$ cat src/design/xoshiro128_ranged_random_macros.svh
// assertion helpers used by the asserting file
`ifndef XOSHIRO128_RANGED_RANDOM_MACROS_SVH
`define XOSHIRO128_RANGED_RANDOM_MACROS_SVH

// same-cycle implication, sampled on clk, off during reset
`define XRR_ASSERT_NOW(label, ante, cons, msg) \
  label: assert property (@(posedge clk) disable iff (!rst_n) (ante) |-> (cons)) \
    else $error(msg);

// next-cycle implication, sampled on clk, off during reset
`define XRR_ASSERT_NEXT(label, ante, cons, msg) \
  label: assert property (@(posedge clk) disable iff (!rst_n) (ante) |=> (cons)) \
    else $error(msg);

`endif

$ cat src/design/xrr_pkg.sv
`timescale 1ns / 1ps

package xrr_pkg;

  localparam int unsigned WORD_W    = 32;
  localparam int unsigned DIV_STEPS = WORD_W;
  localparam int unsigned CNT_W     = $clog2(DIV_STEPS);

  localparam logic KIND_DRAW   = 1'b0;
  localparam logic KIND_RESEED = 1'b1;

  // generator state after reset, same as seeding with one
  localparam logic [WORD_W-1:0] RST_W0 = 32'h0000_0001;
  localparam logic [WORD_W-1:0] RST_W1 = 32'h0000_0001;
  localparam logic [WORD_W-1:0] RST_W2 = 32'h0200_0001;
  localparam logic [WORD_W-1:0] RST_W3 = 32'h0200_0001;

  typedef struct packed {
    logic                     kind;
    logic signed [WORD_W-1:0] seed;
    logic signed [WORD_W-1:0] range_low;
    logic signed [WORD_W-1:0] range_high;
  } in_word_t;

  typedef struct packed {
    logic [WORD_W-1:0] value;
    logic              is_fraction;
  } out_word_t;

  typedef struct packed {
    logic load;
    logic advance;
  } gen_ctl_t;

endpackage

$ cat src/design/xrr_gen.sv
`timescale 1ns / 1ps

module xrr_gen (
  input  logic                      clk,
  input  logic                      rst_n,
  input  xrr_pkg::gen_ctl_t         ctl,
  input  logic [xrr_pkg::WORD_W-1:0] seed,
  output logic [xrr_pkg::WORD_W-1:0] word
);
  import xrr_pkg::*;

  logic [WORD_W-1:0] w0_r, w1_r, w2_r, w3_r;
  logic [WORD_W-1:0] w0_nxt, w1_nxt, w2_nxt, w3_nxt;
  logic [WORD_W-1:0] s1, s2, s3;
  logic [WORD_W-1:0] mul5, rot7;
  logic [WORD_W-1:0] a2, a3, a1, a0, t9;

  // seeding by arithmetic right and plain left xorshifts
  assign s1 = seed ^ WORD_W'($signed(seed) >>> 12);
  assign s2 = s1 ^ (s1 << 25);
  assign s3 = s2 ^ WORD_W'($signed(s2) >>> 27);

  // scrambled output, constant multiplies as shift and add
  assign mul5 = w1_r + (w1_r << 2);
  assign rot7 = {mul5[WORD_W-8:0], mul5[WORD_W-1:WORD_W-7]};
  assign word = rot7 + (rot7 << 3);

  assign t9 = w1_r << 9;
  assign a2 = w2_r ^ w0_r;
  assign a3 = w3_r ^ w1_r;
  assign a1 = w1_r ^ a2;
  assign a0 = w0_r ^ a3;

  always_comb begin
    w0_nxt = w0_r;
    w1_nxt = w1_r;
    w2_nxt = w2_r;
    w3_nxt = w3_r;
    if (ctl.load) begin
      w0_nxt = seed;
      w1_nxt = s1;
      w2_nxt = s2;
      w3_nxt = s3;
    end else if (ctl.advance) begin
      w0_nxt = a0;
      w1_nxt = a1;
      w2_nxt = a2 ^ t9;
      w3_nxt = {a3[WORD_W-12:0], a3[WORD_W-1:WORD_W-11]};
    end
  end

  always_ff @(posedge clk) begin
    if (!rst_n) begin
      w0_r <= RST_W0;
      w1_r <= RST_W1;
      w2_r <= RST_W2;
      w3_r <= RST_W3;
    end else begin
      w0_r <= w0_nxt;
      w1_r <= w1_nxt;
      w2_r <= w2_nxt;
      w3_r <= w3_nxt;
    end
  end

endmodule

$ cat src/design/xrr_div.sv
`timescale 1ns / 1ps

module xrr_div (
  input  logic                       clk,
  input  logic                       rst_n,
  input  logic                       start,
  input  logic [xrr_pkg::WORD_W-1:0] dividend,
  input  logic [xrr_pkg::WORD_W-1:0] divisor,
  output logic                       done,
  output logic [xrr_pkg::WORD_W-1:0] remainder
);
  import xrr_pkg::*;

  logic              busy_r, busy_nxt;
  logic              done_r, done_nxt;
  logic [CNT_W-1:0]  cnt_r, cnt_nxt;
  logic [WORD_W-1:0] dvd_r, dvd_nxt;
  logic [WORD_W-1:0] dvs_r, dvs_nxt;
  logic [WORD_W-1:0] rem_r, rem_nxt;
  logic [WORD_W:0]   trial;
  logic [WORD_W:0]   diff;
  logic              fits;

  // one restoring step per cycle
  assign trial = {rem_r, dvd_r[WORD_W-1]};
  assign fits  = trial >= {1'b0, dvs_r};
  assign diff  = trial - {1'b0, dvs_r};

  always_comb begin
    busy_nxt = busy_r;
    done_nxt = 1'b0;
    cnt_nxt  = cnt_r;
    dvd_nxt  = dvd_r;
    dvs_nxt  = dvs_r;
    rem_nxt  = rem_r;
    if (start) begin
      busy_nxt = 1'b1;
      cnt_nxt  = '0;
      dvd_nxt  = dividend;
      dvs_nxt  = divisor;
      rem_nxt  = '0;
    end else if (busy_r) begin
      dvd_nxt = dvd_r << 1;
      rem_nxt = fits ? diff[WORD_W-1:0] : trial[WORD_W-1:0];
      cnt_nxt = cnt_r + CNT_W'(1);
      if (cnt_r == CNT_W'(DIV_STEPS - 1)) begin
        busy_nxt = 1'b0;
        done_nxt = 1'b1;
      end
    end
  end

  always_ff @(posedge clk) begin
    if (!rst_n) begin
      busy_r <= 1'b0;
      done_r <= 1'b0;
      cnt_r  <= '0;
    end else begin
      busy_r <= busy_nxt;
      done_r <= done_nxt;
      cnt_r  <= cnt_nxt;
    end
    dvd_r <= dvd_nxt;
    dvs_r <= dvs_nxt;
    rem_r <= rem_nxt;
  end

  assign done      = done_r;
  assign remainder = rem_r;

endmodule

$ cat src/design/xoshiro128_ranged_random.sv
`timescale 1ns / 1ps
// xoshiro128** generator with optional range reduction of each drawn word.
// input channel: in_valid / in_stall / in_word, word taken when valid and not stall.
// result channel: out_valid / out_stall / out_word, one result per draw word.
// a reseed word loads the four state words in the accept cycle and gives no result;
// the next word can be taken in the following cycle.
// a draw word advances the state in its accept cycle. with both bounds at -1 the
// raw word is flagged as a 0.32 fraction; other bounds outside the two ranged
// cases give the raw word. those results are registered at acceptance and move
// from S_DONE into the output register.
// ranged draws run a serial restoring divider, one remainder bit per cycle.
// only one draw is in flight; in_stall is high until its result sits in the
// output register, which may hold while a new word is taken.
// if the receiver stalls, the result holds in the output register and a
// finished draw waits behind it.
// synchronous active-low reset leaves the state as if seeded with one and
// clears both channels.
module xoshiro128_ranged_random (
  input  logic                clk,
  input  logic                rst_n,
  input  logic                in_valid,
  output logic                in_stall,
  input  xrr_pkg::in_word_t   in_word,
  output logic                out_valid,
  input  logic                out_stall,
  output xrr_pkg::out_word_t  out_word
);
  import xrr_pkg::*;

  typedef enum logic [1:0] {
    S_IDLE,
    S_DIV,
    S_DONE
  } state_t;

  state_t            state_r, state_nxt;
  logic              out_valid_r, out_valid_nxt;
  out_word_t         out_word_r, out_word_nxt;
  logic [WORD_W-1:0] res_r, res_nxt;
  logic [WORD_W-1:0] base_r, base_nxt;
  logic              frac_r, frac_nxt;

  gen_ctl_t          gen_ctl;
  logic [WORD_W-1:0] gen_word;
  logic              div_start;
  logic [WORD_W-1:0] div_divisor;
  logic              div_done;
  logic [WORD_W-1:0] div_rem;

  logic              in_take;
  logic              both_absent, span_ok, upper_only;
  logic [WORD_W-1:0] span;

  xrr_gen u_gen (
    .clk   (clk),
    .rst_n (rst_n),
    .ctl   (gen_ctl),
    .seed  (in_word.seed),
    .word  (gen_word)
  );

  xrr_div u_div (
    .clk       (clk),
    .rst_n     (rst_n),
    .start     (div_start),
    .dividend  (gen_word),
    .divisor   (div_divisor),
    .done      (div_done),
    .remainder (div_rem)
  );

  assign in_stall = (state_r != S_IDLE);
  assign in_take  = in_valid && !in_stall;

  // bound decode
  assign both_absent = (in_word.range_low == '1) && (in_word.range_high == '1);
  assign span_ok     = !in_word.range_low[WORD_W-1] &&
                       (in_word.range_high > in_word.range_low);
  assign upper_only  = !in_word.range_low[WORD_W-1] && (in_word.range_low != '0) &&
                       (in_word.range_high == '1);
  assign span        = $unsigned(in_word.range_high) - $unsigned(in_word.range_low)
                       + WORD_W'(1);
  assign div_divisor = span_ok ? span : $unsigned(in_word.range_low);

  always_comb begin
    state_nxt     = state_r;
    out_valid_nxt = out_valid_r;
    out_word_nxt  = out_word_r;
    res_nxt       = res_r;
    base_nxt      = base_r;
    frac_nxt      = frac_r;
    gen_ctl       = '0;
    div_start     = 1'b0;

    if (out_valid_r && !out_stall) begin
      out_valid_nxt = 1'b0;
    end

    unique case (state_r)
      S_IDLE: begin
        if (in_take) begin
          if (in_word.kind == KIND_RESEED) begin
            gen_ctl.load = 1'b1;
          end else begin
            gen_ctl.advance = 1'b1;
            frac_nxt        = both_absent;
            base_nxt        = span_ok ? $unsigned(in_word.range_low) : WORD_W'(1);
            if (span_ok || upper_only) begin
              div_start = 1'b1;
              state_nxt = S_DIV;
            end else begin
              res_nxt   = gen_word;
              state_nxt = S_DONE;
            end
          end
        end
      end
      S_DIV: begin
        if (div_done) begin
          res_nxt   = base_r + div_rem;
          state_nxt = S_DONE;
        end
      end
      S_DONE: begin
        if (!out_valid_r || !out_stall) begin
          out_valid_nxt            = 1'b1;
          out_word_nxt.value       = res_r;
          out_word_nxt.is_fraction = frac_r;
          state_nxt                = S_IDLE;
        end
      end
      default: state_nxt = S_IDLE;
    endcase
  end

  always_ff @(posedge clk) begin
    if (!rst_n) begin
      state_r     <= S_IDLE;
      out_valid_r <= 1'b0;
    end else begin
      state_r     <= state_nxt;
      out_valid_r <= out_valid_nxt;
    end
    out_word_r <= out_word_nxt;
    res_r      <= res_nxt;
    base_r     <= base_nxt;
    frac_r     <= frac_nxt;
  end

  assign out_valid = out_valid_r;
  assign out_word  = out_word_r;

`include "xoshiro128_ranged_random_macros.svh"

  `XRR_ASSERT_NOW(a_div_done_in_div, div_done, state_r == S_DIV, "divider finished outside a ranged draw")
  `XRR_ASSERT_NEXT(a_ranged_enters_div, div_start, state_r == S_DIV && !div_done, "ranged draw did not start dividing")
  `XRR_ASSERT_NEXT(a_done_delivers, state_r == S_DONE && !out_valid_r, out_valid_r && state_r == S_IDLE, "finished draw not moved to output")

endmodule
$ cat config.mk
export PLATFORM = sky130hd
export DESIGN_NAME = xoshiro128_ranged_random
export DESIGN_NICKNAME = d
export VERILOG_FILES = /design/src/design/xrr_pkg.sv /design/src/design/xrr_gen.sv /design/src/design/xrr_div.sv /design/src/design/xoshiro128_ranged_random.sv
export VERILOG_INCLUDE_DIRS = /design/src /design/src/design
export SDC_FILE = /design/constraint.sdc
export NUM_CORES = 1
export LEC_CHECK = 0
export BUFFER_PORTS_ARGS = -buffer_cell sky130_fd_sc_hd__buf_2
export CAP_MARGIN = 20
export CORE_MARGIN = 1
export CORE_UTILIZATION = 50
export CTS_CLUSTER_DIAMETER = 80
export DETAILED_ROUTE_END_ITERATION = 16
export PLACE_DENSITY = 0.67
export SLEW_MARGIN = 25
export SYNTH_ARGS = -nofsm -noshare
export SYNTH_HDL_FRONTEND = slang
export SYNTH_SLANG_ARGS = --single-unit
$ cat constraint.sdc
create_clock -name clk -period 14.46 [get_ports clk]
set_input_delay 3.615 -clock clk [delete_from_list [all_inputs] [get_ports clk]]
set_output_delay 3.615 -clock clk [all_outputs]
set_load 0.05 [all_outputs]
==> Word level (Yosys, flattened, before mapping) <==
Cells that the tools add are included.
W data, S select, Z words.
{ "word_totals": {"out_inout_bits": 35, "input_bits": 101, "register_bits": 332, "elab_cells": 109} }
{ "op_classes": {"n_eq_ne": 10, "mux": 38, "n_bitwise": 11, "add_sub_neg": 7, "n_lt_le_gt_ge": 2, "reduce_logical": 24} }
{ "ops": {"columns": ["op", "n"], "rows": [
  ["$mux W32", 16],
  ["$xor A32 B32 Y32", 8],
  ["$add A32 B32 Y32", 3],
  ["$eq A32 B32 Y1 const B", 2],
  ["$pmux W32 S2", 1],
  ["$sub A32 B32 Y32", 2],
  ["$ge A33 B32 Y1", 1],
  ["$add A32 B1 Y32 const B", 1],
  ["$gt A32 B32 Y1", 1],
  ["$reduce_bool A32 Y1", 1],
  ["$mux W2", 7],
  ["$mux W1", 13],
  ["$ne A2 B2 Y1 const B", 4],
  ["$reduce_bool A2 Y1", 4],
  ["$logic_and A1 B1 Y1", 6],
  ["$pmux W2 S3", 1],
  ["$add A5 B1 Y5 const B", 1],
  ["$eq A5 B5 Y1 const B", 1],
  ["$reduce_and A5 Y1", 1],
  ["$logic_not A1 Y1", 4],
  ["$reduce_and A4 Y1", 1],
  ["$not A1 Y1", 3],
  ["$reduce_and A3 Y1", 1],
  ["$reduce_or A3 Y1", 1],
  ["7 further kinds", 8]
]} }

==> Logic depth before layout (Yosys ltp) <==
Gate-level depths: netlist (run 1).
{ "depth": {"ltp_word": 9, "mapped_depth": 23, "mapped_depth_nobuf": 23} }

==> By module <==
Synthesis (run 1) repeated with hierarchy kept, for this count alone.
{ "unflattened": {"cells_unflattened": 2781, "area_unflattened_um2": 24407.2} }
{ "by_module_without_submodules": {"columns": ["mod", "instances", "area_per_inst_um2", "cells_each"], "rows": [
  ["xrr_gen", 1, 9948.3, 1291],
  ["xoshiro128_ranged_random", 1, 8486.9, 907],
  ["xrr_div", 1, 5972.0, 583]
]} }

==> Least setup slack after synthesis (run 1) <==
No wires, ideal clock.
{ "synth_path": {"path_type": "input-to-reg", "start": "in in_word[36] (netlist bit)", "end": "reg res_r[0], enable pin", "setup_slack_ns": 6.532, "t_arrival_ns": 7.494, "required_ns": 14.026, "stages": 12, "setup_ns": 0.434, "path_cell_list": "inv_1 -> ha_1 -> fa_1 -> a31oi_1 -> o21ai_0 -> a2111oi_0 -> o211ai_1 -> mux2i_1 -> and2_1 -> buf_2 -> or4_1 -> a21oi_1"} }
{ "synth_between": {"elab_chain_cells": 6, "word_cells_on_any_way": 8} }
{ "synth_lines": {"columns": ["item", "line", "text"], "rows": [
  ["start, declared", "xoshiro128_ranged_random.sv:23", "input xrr_pkg::in_word_t in_word,"],
  ["branches (longest 3 deep; another with $gt A32 B32 Y1)", null, null],
  ["$logic_or A1 B1 Y1 (*)", "xoshiro128_ranged_random.sv:108", "if (span_ok || upper_only) begin"],
  ["$ne A2 B2 Y1 (no line) (*)", null, null],
  ["$reduce_and A5 Y1 (no line) (*)", null, null],
  ["end signal, assigned", "xoshiro128_ranged_random.sv:145", "res_r <= res_nxt;"],
  ["end, declared", "xoshiro128_ranged_random.sv:39", "logic [WORD_W-1:0] res_r, res_nxt;"]
]} }
Mark *: on every way between the ends.
A chain may end at the register's enable or synchronous reset.

==> Worst setup path after layout (run 1) <==
{ "layout_path": {"start": "in in_word[34] (netlist bit)", "end": "reg u_div.dvd_r[19], data pin"} }
{ "layout_between": {"elab_chain_cells": 9, "word_cells_on_any_way": 11} }
{ "layout_lines": {"columns": ["item", "line", "text"], "rows": [
  ["branches (longest 3 deep; another with $gt A32 B32 Y1)", null, null],
  ["$logic_or A1 B1 Y1 (*)", "xoshiro128_ranged_random.sv:108", null],
  ["$mux W1 (*)", "xoshiro128_ranged_random.sv:108", null],
  ["$mux W1 (*)", "xoshiro128_ranged_random.sv:102", "if (in_word.kind == KIND_RESEED) begin"],
  ["$mux W1 (*)", "xoshiro128_ranged_random.sv:101", "if (in_take) begin"],
  ["$mux W1 (*)", "xoshiro128_ranged_random.sv:99", "unique case (state_r)"],
  ["$mux W32 (*)", "xrr_div.sv:36", "if (start) begin"],
  ["named net u_div.dvd_nxt[19]", "xrr_div.sv:17", "logic [WORD_W-1:0] dvd_r, dvd_nxt;"],
  ["end signal, assigned", "xrr_div.sv:63", "dvd_r <= dvd_nxt;"],
  ["end, declared", "xrr_div.sv:17", null]
]} }
Mark *: on every way through the listed nets, which the timed path passes.

==> out/summary.txt, run 1 <==
Startpoint Class = primary input
Root Driver = clkbuf_16
final net count = 3,283
count leader, synth = nand2_1
total negative setup slack = 0 ns
Iter 0 DRT Violations = 1,777
Post-synth EDFFs = 162
crit path DAT = 7.96 ns
Crit. Startpoint = in_word[34]
initial antenna violation count = 1
met2 wire length = 29.7 mm
Area contributors post-synth = edfxtp_1 20%, dfxtp_1 14%, ha_1 9.6%
Final Skew = 0.0158 ns
Flop pwr share = 31.4%
P_int = 0.00240 W
Final Max Tran Viols = 0
htree depth = 2
drt total wl = 69.7 mm
wire length per cell = 19.3 um
unrepaired setup endpoints after global routing = false
DP HPWL = 52.8 mm
flop2flop setup slack = 7.39 ns
f_max = 131 MHz
worst reg2reg startpoint = u_gen.w1_r[3]
largest net degree at the start of global routing = 101
run status = finished clean
Post-DP Area = 25,500 um2
sequential share of the synthesized area = 34.0%
num rows = 80
PortBufs = 135
Final Instance Area = 26,800 um2
final core utilization = 56.1%
Switching Power = 0.00154 W
M1 WL = 32.8 mm
ys async rst share = 0%
Post-Syn Area = 24,300 um2
Clock Power Share = 24.7%
first-pass GRT wire length = 109 mm
Core Box Area = 47,800 um2
CP required = 14.76 ns
post-synthesis mux area share = 1.57%
Worst-Skew Late Latency = 0.55 ns
chip height = 223 um
Max Used Layer = met4
Unique masters post-synth = 73
adder-cell share of the synthesized area = 11.2%
CP max FO = 65
fillers = 4,424
CTS Buffer Depth = 3
top cells by count, synth = 308 x nand2_1, 305 x nor2_1, 301 x a21oi_1, 241 x o21ai_0, 186 x ha_1
yosys warns = 0
Starting Density = 50.9%
RR Endpoint = res_r[31]
worst vdd ir = 0.0000823 V
post-synth top area share = 20.0%
Final min period = 7.66 ns
critical path class = in2reg
post-synthesis simple-gate area fraction = 15.9%
DR vias = 21,400
worst-margin pin slew = 0.954 ns
Post-CTS Setup Bufs = 0
Largest register FFs = 33
Compound-Gate Fraction of Synth Area = 22.7%
synthesized flop and latch total = 332
TritonRoute pass-1 iters = 5
Net Sw Frac = 39.1%
CP endpoint kind = register
met3 routed WL = 5.14 mm
MaxCap Viol Count = 0
Synth area leader = edfxtp_1
CTS buffer count = 37
combinational family with the most area after synthesis = compound AO/OA/AOI/OAI gates
num ports = 136
Post-Synthesis Cells = 2,912
vias per std cell = 5.91
final setup violation count = 0
Reg clk slew, reported paths = 0.06 ns
antenna violation net count after detailed routing = 0
Congestion Overflow GR = 0
leakage power = 11.6 nW
Max-slew headroom = 36.4%
end of the critical path = u_div.dvd_r[19]
Synth Flop Type = dfxtp_1
Die Area = 49,600 um2
CTS tree = built
post-cts repair resize count = 0
layout cells sized above 1 = 8.09%
Syn-to-layout area delta = 10.2%
Pwr Density = 147 nW/um2
Final Hold Vio Count = 0
HP Class = reg2reg
Comb pwr share = 43.9%
syn avg cell area = 8.36 um2
drc violations = 0
final worst-path cycle share = 53.0%
hold_buf cts = 0
RePlAce Congestion = 0.946
hold_sp = res_r[23]
Reg2Reg Depth = 22
Syn Nets = 3,219
overall routing resource usage = 27.7%
CTS sink cnt = 332
Die W = 223 um
vias in the first global route = 19,700
xor/xnor cell area share of the yosys netlist = 10.2%
==> worst min path at each step <==
stage	to	slack (ns)	depth (start not counted)
after CTS	out_word[24]	0.42	0
after global placement	out_word[12]	0.40	0
after floorplan	out_word[0]	0.40	0
final	out_word[24]	0.42	0
after detailed placement	out_word[16]	0.40	0
after global routing	out_word[25]	0.42	0
==> through the flow <==
stage	total power [W]	cells	setup slack [ns]	hold slack, ns
after floorplan	0.00252	2912	6.53	0.400
after global placement	0.00292	3550	6.23	0.401
after detailed placement	0.00296	3550	6.17	0.405
after CTS	0.00394	3616	6.73	0.418
after global routing	0.00420	3619	6.51	0.424
final	0.00395	3619	6.80	0.417
==> per-layer routing <==
metal	global-route usage [%]	vias up
met5	0	-
met3	4.60	104
met4	8.92	0
li1	-	10500
met2	41.4	672
met1	40.6	10100
==> area by class of cell <==
type	instances	area (um2)	share of cell area (%)
tap	615	769	2.87
sequential	332	8270	30.8
clock inverter	16	190	0.709
antenna	1	2.50	0.00933
inverter	155	583	2.17
timing repair buffer	157	887	3.31
multi-input combinational	2293	15100	56.2
clock buffer	50	1060	3.94
==> logic make-up after synthesis <==
kind of cell	count (synthesis)
flops	332
buf+inv	287
xor+xnor	283
compound gates	900
mux	37
fa+ha+maj	206
other cells	1
simple gates	866
==> critical path, cell delays in order <==
cell       delay [ns]
buf_2            0.13
inv_1            0.05
ha_1             0.20
fa_1             0.37
a31oi_1          0.14
o21ai_0          0.14
a2111oi_0        0.79
o211ai_1         0.23
mux2i_1          0.21
and2_2           0.23
o21ai_4          0.05
buf_4            0.31
inv_2            0.59
buf_4            0.48
mux2_2           0.38
==> power groups by stage <==
stage | registers [W] | clock network (W) | logic, W
after detailed placement | 0.00126 | 0 | 0.00170
after global placement | 0.00125 | 0 | 0.00167
after floorplan | 0.00122 | 0 | 0.00130
after CTS | 0.00124 | 0.000988 | 0.00171
after global routing | 0.00125 | 0.00103 | 0.00192
final | 0.00124 | 0.000974 | 0.00173
==> placed cells by master, fill, tap and decap left out, drive strengths merged, types with 8 or more instances in the layout <==
| cell type | netlist | layout |
|---|---|---|
| a211oi | 35 | 35 |
| a21o | 91 | 91 |
| a21oi | 301 | 301 |
| a22o | 15 | 15 |
| a22oi | 28 | 28 |
| a31oi | 15 | 15 |
| and2 | 12 | 12 |
| and3 | 40 | 40 |
| buf | 20 | 157 |
| clkbuf | 112 | 50 |
| clkinv | 1 | 12 |
| dfxtp | 170 | 170 |
| edfxtp | 162 | 162 |
| fa | 20 | 20 |
| ha | 186 | 186 |
| inv | 154 | 154 |
| mux2 | 9 | 9 |
| mux2i | 28 | 28 |
| nand2 | 308 | 308 |
| nand2b | 34 | 34 |
| nand3 | 25 | 25 |
| nand3b | 8 | 8 |
| nand4 | 39 | 39 |
| nor2 | 305 | 305 |
| nor2b | 22 | 22 |
| nor3 | 28 | 28 |
| nor4 | 18 | 18 |
| o211ai | 39 | 39 |
| o21a | 30 | 30 |
| o21ai | 244 | 244 |
| o21bai | 23 | 23 |
| o31ai | 10 | 10 |
| xnor2 | 138 | 138 |
| xor2 | 145 | 145 |
Power figures use the tool's default switching activity.
==> inputs of run 2 (changes only) <==
--- a/config.mk
+++ b/config.mk
@@ -6,6 +6,7 @@
 export SDC_FILE = /design/constraint.sdc
 export NUM_CORES = 1
 export LEC_CHECK = 0
+export ABC_AREA = 1
 export BUFFER_PORTS_ARGS = -buffer_cell sky130_fd_sc_hd__buf_2
 export CAP_MARGIN = 20
 export CORE_MARGIN = 1
==> constraint.sdc (replaced) <==
create_clock -name clk -period 7.6 [get_ports clk]
set_input_delay 1.9 -clock clk [delete_from_list [all_inputs] [get_ports clk]]
set_output_delay 1.9 -clock clk [all_outputs]
set_load 0.05 [all_outputs]
==> out/summary.txt, run 2 <==
run status = finished clean
Final Skew = 0.0460 ns
PortBufs = 135
Final Max Tran Viols = 0
HP Class = reg2reg
Cell Chain, Critical Path = ha_1 -> a21oi_1 -> o21ai_0 -> a21oi_1 -> nand3_1 -> a21oi_1 -> xor2_1 -> inv_1 -> ha_1 -> fa_1 -> nand2_1 -> nand2_1 -> o21ai_0 -> inv_1 -> nand4_1 -> nand3_1 -> a21oi_1 -> inv_1 -> nand2_1 -> nand2_1 -> nand2_1 -> nand2_1
Final Hold Vio Count = 0
Syn Nets = 3,809
Syn-to-layout area delta = 9.91%
met2 wire length = 35.3 mm
num rows = 82
Synth area leader = edfxtp_1
Congestion Overflow GR = 0
Starting Density = 50.7%
TritonRoute pass-1 iters = 6
final worst-path cycle share = 66.3%
syn avg cell area = 7.28 um2
worst vdd ir = 0.000164 V
CTS tree = built
Post-CTS Setup Bufs = 0
final net count = 3,904
final setup violation count = 0
Max-slew headroom = 34.3%
CP endpoint kind = register
critical path class = reg2reg
total negative setup slack = 0 ns
Pwr Density = 279 nW/um2
Power, Total = 0.00783 W
DP HPWL = 62.0 mm
met3 routed WL = 5.74 mm
Startpoint Class = register
Die W = 228 um
top cells by count, synth = 851 x nand2_1, 417 x inv_1, 298 x a21oi_1, 284 x nor2_1, 232 x o21ai_0
Worst-Skew Late Latency = 0.61 ns
CTS Buffer Depth = 3
initial antenna violation count = 1
commonest non-fill, non-tap cell in the layout = nand2_1
hold_sp = res_r[12]
count leader, synth = nand2_1
Core Box Area = 50,300 um2
Largest register FFs = 33
chip height = 228 um
unrepaired setup endpoints after global routing = false
hold_buf cts = 0
MaxCap Viol Count = 0
Synth Flop Type = dfxtp_1
f_max = 198 MHz
Die Area = 51,900 um2
worst reg2reg startpoint = u_gen.w1_r[16]
ys async rst share = 0%
worst-margin pin slew = 0.982 ns
largest net degree at the start of global routing = 80
CP required = 7.91 ns
CP dominant cell by count = nand2_1
hold endpoint = out_word[13]
crit path DAT = 5.35 ns
Reg2Reg Depth = 22
drt total wl = 79.5 mm
sequential share of the synthesized area = 32.4%
leakage power = 13.1 nW
num ports = 136
RePlAce Congestion = 1.00
hold path cells = 0
DR vias = 24,200
layout cells sized above 1 = 6.86%
Reg clk slew, reported paths = 0.06 ns
Iter 0 DRT Violations = 2,013
CTS buffer count = 40
Area contributors post-synth = edfxtp_1 19%, dfxtp_1 13%, nand2_1 13%
Root Driver = clkbuf_16
CP max-delay cell = dfxtp_1
CP max FO = 6
Unique masters post-synth = 56
Post-Syn Area = 25,500 um2
synthesized flop and latch total = 332
post-cts repair resize count = 0
# diodes = 0
htree depth = 2
wire length per cell = 18.5 um
Post-synth EDFFs = 162
most frequent cells in the layout = 851 x nand2_1, 416 x inv_1, 298 x a21oi_1
vias per std cell = 5.62
M1 WL = 36.9 mm
RR Endpoint = res_r[31]
overall routing resource usage = 29.8%
first-pass GRT wire length = 123 mm
Final min period = 5.04 ns
yosys warns = 0
vias in the first global route = 22,000
flop2flop setup slack = 2.56 ns
CTS sink cnt = 332
Max Used Layer = met4
delay of the slowest critical-path stage = 0.62 ns
drc violations = 0
Post-Synthesis Cells = 3,502
post-synth top area share = 19.1%
antenna violation net count after detailed routing = 0
[run 2: changes by cell type after synthesis, sizes merged, moves of 34 or more]
cell / delta
inv: +269
a21o: -79
clkbuf: -60
and3: -38
nand2: +551
nand3: +131
nand2b: -34
[run 2: worst max path at each step]
stage | start | endpoint | depth (start not counted)
finish | u_gen.w1_r[16] | res_r[31] | 22
global route | u_gen.w1_r[0] | res_r[26] | 23
CTS | u_gen.w1_r[0] | res_r[26] | 22
detailed placement | in_word[56] | u_div.dvd_r[26] | 16
global placement | in_word[56] | u_div.dvd_r[22] | 17
floorplan | in_word[52] | u_div.dvd_r[0] | 14
[run 2: report_power, final]
part,internal (W),total (W),switching [W],leakage [nW]
Combinational,0.00118,0.00348,0.00230,9.58
Sequential,0.00219,0.00243,0.000239,2.90
Clock,0.00107,0.00192,0.000846,0.647
[run 2: area by class of cell]
class | count | area, um2
fill | 4947 | 22200
multi-input combinational | 2646 | 15200
sequential | 332 | 8270
inverter | 424 | 1590
clock buffer | 51 | 1080
tap | 672 | 841
timing repair buffer | 153 | 831
clock inverter | 22 | 230
[run 2: cells by family (layout without fill, tap and decap cells)]
| logic type | count (synthesis) | after routing | share of synthesized area, % |
|---|---|---|---|
| muxes | 3 | 3 | 0.118 |
| xor gates and xnor gates | 240 | 240 | 8.24 |
| buffers and inverters | 524 | 650 | 8.09 |
| AOI/OAI and AO/OA | 738 | 738 | 16.5 |
| other | 1 | 1 | 0.0147 |
| DFF | 332 | 332 | 32.4 |
| and+or+nand+nor | 1458 | 1458 | 24.0 |
| adders and majority gates | 206 | 206 | 10.7 |
[run 2: worst max-delay path: cells and delay by family, from the launching register on]
family / cells / cell delay [ns]
adder cells (fa/ha/maj): 3 / 1.08
AND/OR/NAND/NOR: 9 / 1.04
flip-flops: 1 / 0.62
XOR/XNOR: 1 / 0.46
buffers and inverters: 3 / 0.30
AO/OA/AOI/OAI: 6 / 1.23
[run 2: per-stage QoR]
stage / setup WS, ns / hold WS [ns] / instance area [um2] / std cells / utilization (%)
floorplan: 2.96 / 0.400 / 25500 / 3502 / -
global placement: 2.43 / 0.401 / 26700 / 4226 / 53.1
detailed placement: 2.35 / 0.405 / 26700 / 4226 / 53.1
CTS: 2.65 / 0.413 / 28000 / 4299 / 55.7
global route: 2.24 / 0.414 / 28000 / 4300 / 55.8
finish: 2.56 / 0.413 / 28000 / 4300 / 55.8
[run 2: per-layer routing]
layer,global-route usage [%],vias to the layer above
met2,46.7,864
met4,6.71,0
met1,43.0,11300
met3,4.56,103
met5,0,-
li1,-,11900
